===== config.mk =====
export PLATFORM = sky130hd
export DESIGN_NAME = ism_cell
export DESIGN_NICKNAME = d
export VERILOG_FILES = /design/src/rtl/ism_pkg.sv /design/src/rtl/ism_cell.sv
export SDC_FILE = /design/constraint.sdc
export NUM_CORES = 1
export LEC_CHECK = 0
export ABC_AREA = 1
export BUFFER_PORTS_ARGS = -buffer_cell sky130_fd_sc_hd__buf_2
export CORE_ASPECT_RATIO = 1.1
export CORE_MARGIN = 1
export CORE_UTILIZATION = 48
export CTS_BUF_LIST = sky130_fd_sc_hd__clkbuf_16
export CTS_CLUSTER_SIZE = 28
export DETAILED_ROUTE_END_ITERATION = 6
export PLACE_DENSITY_LB_ADDON = 0.2
export RECOVER_POWER = 100
export REMOVE_ABC_BUFFERS = 1
export SETUP_SLACK_MARGIN = 0.3
export SLEW_MARGIN = 20
export SYNTH_ARGS = -nofsm -noshare
export SYNTH_HDL_FRONTEND = slang
export SYNTH_SLANG_ARGS = --single-unit
export TNS_END_PERCENT = 5

===== constraint.sdc =====
create_clock -name clk -period 3.95 [get_ports clk]
set_input_delay 0.9875 -clock clk [delete_from_list [all_inputs] [get_ports clk]]
set_output_delay 0.9875 -clock clk [all_outputs]
set_load 0.02 [all_outputs]

===== src/rtl/ism_pkg.sv =====
// Shared types, codes and the rewrite function of the invocation match table.
`default_nettype none

package ism_pkg;

  localparam int unsigned NUM_BYTES  = 5;
  localparam int unsigned BYTES_W    = 8 * NUM_BYTES;
  localparam int unsigned KEY_W      = 32;
  localparam int unsigned LEN_W      = 3;
  localparam logic [7:0]  NOP_BYTE   = 8'h00;

  typedef enum logic {
    ACT_INSERT = 1'b0,
    ACT_LOOKUP = 1'b1
  } action_t;

  // Probe that walks down the cell chain during a lookup.
  typedef struct packed {
    logic               vld;
    logic [KEY_W-1:0]   class_key;
    logic [KEY_W-1:0]   method_key;
    logic [LEN_W-1:0]   instr_length;
    logic               hit;
    logic [LEN_W-1:0]   len;
    logic [BYTES_W-1:0] bytes;
  } probe_t;

  // Entry written into one cell by an insert.
  typedef struct packed {
    logic [KEY_W-1:0]   class_key;
    logic [KEY_W-1:0]   method_key;
    logic [LEN_W-1:0]   len;
    logic [BYTES_W-1:0] bytes;
  } entry_t;

  // Replacement bytes up to the shorter of both lengths, NOP elsewhere.
  function automatic logic [BYTES_W-1:0] rewrite(input logic [LEN_W-1:0]   rlen,
                                                 input logic [BYTES_W-1:0] rbytes,
                                                 input logic [LEN_W-1:0]   ilen);
    logic [BYTES_W-1:0] r;
    r = '0;
    for (int j = 0; j < NUM_BYTES; j++) begin
      if (LEN_W'(j) < ilen) begin
        r[8*j +: 8] = (LEN_W'(j) < rlen) ? rbytes[8*j +: 8] : NOP_BYTE;
      end
    end
    return r;
  endfunction

endpackage

`default_nettype wire


===== src/rtl/ism_cell.sv =====
// One table entry with its key compare and a probe register toward the next cell.
`default_nettype none

module ism_cell #(
  parameter int unsigned CW  = 6,
  parameter int unsigned IDX = 0
) (
  input  wire logic            clk,
  input  wire logic            rst_n,
  input  wire logic            adv,
  input  wire logic            wr_en,
  input  wire ism_pkg::entry_t wr_entry,
  input  wire logic [CW-1:0]   count,
  input  wire ism_pkg::probe_t probe_in,
  output ism_pkg::probe_t      probe_out
);

  ism_pkg::entry_t ent_r;
  ism_pkg::probe_t probe_r;
  ism_pkg::probe_t probe_nxt;
  logic            match;

  always_ff @(posedge clk) begin
    if (wr_en) begin
      ent_r <= wr_entry;
    end
  end

  // Only cells below the fill count hold a written entry.
  assign match = (CW'(IDX) < count) &&
                 (ent_r.class_key == probe_in.class_key) &&
                 (ent_r.method_key == probe_in.method_key);

  always_comb begin
    probe_nxt = probe_in;
    if (!probe_in.hit && match) begin
      probe_nxt.hit   = 1'b1;
      probe_nxt.len   = ent_r.len;
      probe_nxt.bytes = ent_r.bytes;
    end
  end

  always_ff @(posedge clk) begin
    if (!rst_n) begin
      probe_r.vld <= 1'b0;
    end else if (adv) begin
      probe_r <= probe_nxt;
    end
  end

  assign probe_out = probe_r;

endmodule

`default_nettype wire


; ---- After elaboration in Yosys (flattened, before gate mapping)
; Cells that the tools add are included.
[totals]
word_cells = 20
ff_bits = 219
[classes]
eq_ne = 2
n_reduce_logical = 5
magnitude_cmp = 1
mux = 1
[op_table]
columns = op, count
row1 = == test 32 bit, 2
row2 = 2-to-1 mux 43 bit, 1
row3 = less-than comparator 1 x 6 -> 1 bit (first input constant), 1
row4 = logical AND 1 bit, 3
row5 = AND reduction 2 bit, 1
row6 = logical NOT 1 bit, 1

; ---- Longest topological paths before layout
[depth]
word_depth = 5
ltp_mapped = 12

; ---- Worst setup path after synthesis
; OpenSTA, ideal clock, no wires.
[synth_path]
kind = input-to-reg
startpoint = input port rst_n
endpoint = register probe_r, in the netlist probe_out[0] (enable)
t_required_ns = 3.486
cell_stages = 2
setup_slack_ns = 0.320
arrival_time_ns = 3.165
setup_ns = 0.464
cell_sequence = nand2_1 -> inv_1
[synth_between]
elab_chain_len = 1
[synth_lines]
columns = item, line_no
row1 = from (decl), ism_cell.sv:9  ; input wire logic rst_n,
row2 = AND reduction 2 bit (no line), -
row3 = to (signal assigned), ism_cell.sv:47  ; probe_r <= probe_nxt;
row4 = to (decl), ism_cell.sv:19  ; ism_pkg::probe_t probe_r;
; No other way between the ends.
; A chain may end at the register's enable or synchronous reset.

; ---- Final worst setup path
[layout_path]
startpoint = input port adv
endpoint = register probe_r, in the netlist probe_out[35] (enable)
[layout_between]
elab_chain_len = 1
[layout_lines]
columns = item, line_no
row1 = from (decl), ism_cell.sv:10  ; input wire logic adv,
row2 = AND reduction 2 bit (no line), -
; No other way between the ends.

==> flow_metrics.py <==
metrics = {
    "cells_and_area": {
        "drive_above_1_share_pct": 19.9,
        "fin_area_um2": 10900,
        "layout.nets": 1241,
        "final_cells": 1265,
        "area_growth_pct": 28.2,
        "fill_cells": 1450,
    },
    "clocking": {
        "cts.sink_count": 219,
        "cts.htree.levels": 1,
        "clk_latency_ns": 0.49,
        "cts_buffers": 23,
        "cts_setup_buffers": 0,
        "ctsRootBufferMaster": "clkbuf_16",
        "cts_hold_buf": 0,
        "clkTransAtPathRegs_ns": 0.05,
        "clock_path_buffers": 3,
        "cts_tree": "built",
        "post_cts_resized": 0,
    },
    "power_and_ir_drop": {
        "worst_ir_drop_vdd_mv": 0.377,
        "p_per_area_nw_per_um2": 468,
        "p_leak_uw": 0.00457,
    },
    "global_routing": {
        "grt_max_degree": 61,
        "grt_pass1_wl_um": 28900,
        "grt_pass1_vias": 5935,
        "antenna_found_initial": 6,
        "grt_usage_pct": 21.0,
        "grt-ovfl-total": 0,
    },
    "floorplan": {
        "dieArea_um2": 18200,
        "core_um2": 17100,
        "die_w_um": 129,
        "io_pins": 341,
        "fp.dieH_um": 141,
        "num_rows": 50,
        "start_util_pct": 49.5,
    },
    "critical_path": {
        "crit_fanout": 47,
        "r2r_setup_slack_ns": 1.80,
        "worstReg2RegEnd": "probe_out[36]",
        "rr_startpoint": "ent_r[52]",
        "arrival_ns": 2.85,
        "critPathKind": "primary input to register",
        "setup.worst_path.end_class": "register",
        "critPathLaunchType": "primary input",
        "required_ns": 4.03,
        "r2r_cells": 10,
    },
    "drt": {
        "remaining_drc_errors": 0,
        "drtIter0Drc": 264,
        "drt_pass1_iterations": 5,
        "drt-total-wl_um": 19600,
        "via_per_inst": 4.74,
        "final_antenna_net_count": 0,
        "wl_per_cell_um": 15.5,
        "vias": 6002,
    },
    "sta": {
        "min_period_over_period_pct": 70.3,
        "rsz0062_at_grt": "false",
        "period_minus_slack_ns": 2.78,
        "finalClockSkew_ns": 0.0212,
        "hold_violations": 0,
        "tightest_slew_ns": 1.55,
        "timing.fmax_mhz": 360,
        "tns_ns": 0,
        "setup_violations": 0,
        "slew_violations": 60,
        "slew_headroom_pct": -3.55,
    },
    "yosys": {
        "synth_cells": 657,
        "ys_seq_elements": 219,
        "yosys_warnings": 0,
        "yosysSeqAreaShare_pct": 77.3,
        "synth_area_per_cell_um2": 12.9,
        "netlist_area_um2": 8490,
        "yosysUniqueCellTypes": 20,
    },
    "hold_path": {
        "holdPathEnd": "probe_out[111]",
        "worstHoldStart": "probe_out[111]",
        "min_path_cells": 2,
        "hp-class": "register to register",
    },
    "placement": {
        "numPortBuffers": 340,
        "dpl_cell_area_um2": 10500,
        "place_congestion": 0.779,
        "hpwl_um": 14200,
        "post-place-cells": 1221,
    },
    "status": {
        "outcome": "finished, violations left",
        "violations": "max-capacitance violations, max-slew violations",
    },
    "job": {
        "maxCapViolCount": 1,
    },
}
## placed cells by master, fill, tap and decap left out, types with 3 or more instances in the layout
master	instances
o22ai_1	3
edfxtp_1	218
clkbuf_1	173
clkbuf_16	23
xnor2_1	11
nand2_1	209
diode_2	5
nand4_1	43
nor2_1	51
buf_2	167
clkinv_1	6
o21ai_1	8
o21ai_0	11
buf_4	3
inv_1	84
## per-layer routing
layer	wire length [um]	up-vias	global-route usage [%]
met1	7220	2740	23.2
met2	9980	258	37.8
met4	706	2	10.1
met5	10	-	0
li1	-	2956	-
met3	1660	46	5.09
## synthesized netlist by cell type (all sizes together)
library cell    n  area, um2
a21oi           1       5.00
dfxtp           1       20.0
o22ai           3       18.8
or2             1       6.26
buf            16        105
nor2           53        216
xnor2          11       96.3
nand2         209        785
o211ai          1       7.51
nand3           3       27.5
edfxtp        218       6550
inv            78        293
o21ai          19       95.1
nand4          43        269
## stage by stage
step / utilization (%) / worst slack (ns) / power, uW / hold WS, ns
after floorplan: - / 0.320 / 3070 / 0.543
after global placement: 61.0 / 1.16 / 3320 / 0.519
after detailed placement: 61.0 / 1.12 / 3340 / 0.546
after CTS: 64.7 / 1.62 / 5190 / 0.558
after global routing: 63.5 / 1.01 / 5280 / 0.572
final: 63.5 / 1.17 / 5100 / 0.555
## final cells by class
| type | count | area [um2] | area share, % |
|---|---|---|---|
| sequential | 219 | 6570 | 60.3 |
| timing repair buffer | 346 | 1550 | 14.3 |
| multi-input combinational | 344 | 1520 | 14.0 |
| clock buffer | 23 | 576 | 5.29 |
| inverter | 78 | 295 | 2.71 |
| tap | 234 | 293 | 2.69 |
| clock inverter | 16 | 62.6 | 0.575 |
| antenna | 5 | 12.5 | 0.115 |
## state kept, by name (all words and copies together), names as in the netlist
signal / flops
ent_r: 107
probe_out: 112
## where the power goes
part | switching [uW] | internal (uW) | leakage, uW
registers | 50.9 | 2750 | 0.00210
logic | 296 | 161 | 0.00213
clock network | 797 | 1040 | 0.000343
## cells by family after synthesis
family                 synth area share [%]
AO/OA/AOI/OAI                          1.49
XOR/XNOR                               1.13
buffers and inverters                  4.69
flip-flops                             77.3
AND/OR/NAND/NOR                        15.4
## how the worst max path moves through the flow
stage	from	end	slack [ns]
after global placement	probe_in[68]	probe_out[1]	1.16
after CTS	probe_in[68]	probe_out[3]	1.62
after detailed placement	probe_in[68]	probe_out[41]	1.12
final	adv	probe_out[35]	1.17
after floorplan	rst_n	probe_out[0]	0.32
after global routing	adv	probe_out[35]	1.01
## critical path, cell delays in order
cell,delay [ns]
clkbuf_1,0.14
nand2_1,0.11
inv_4,0.48
clkbuf_1,1.09
Note: power is estimated with default switching activity, not from simulation.
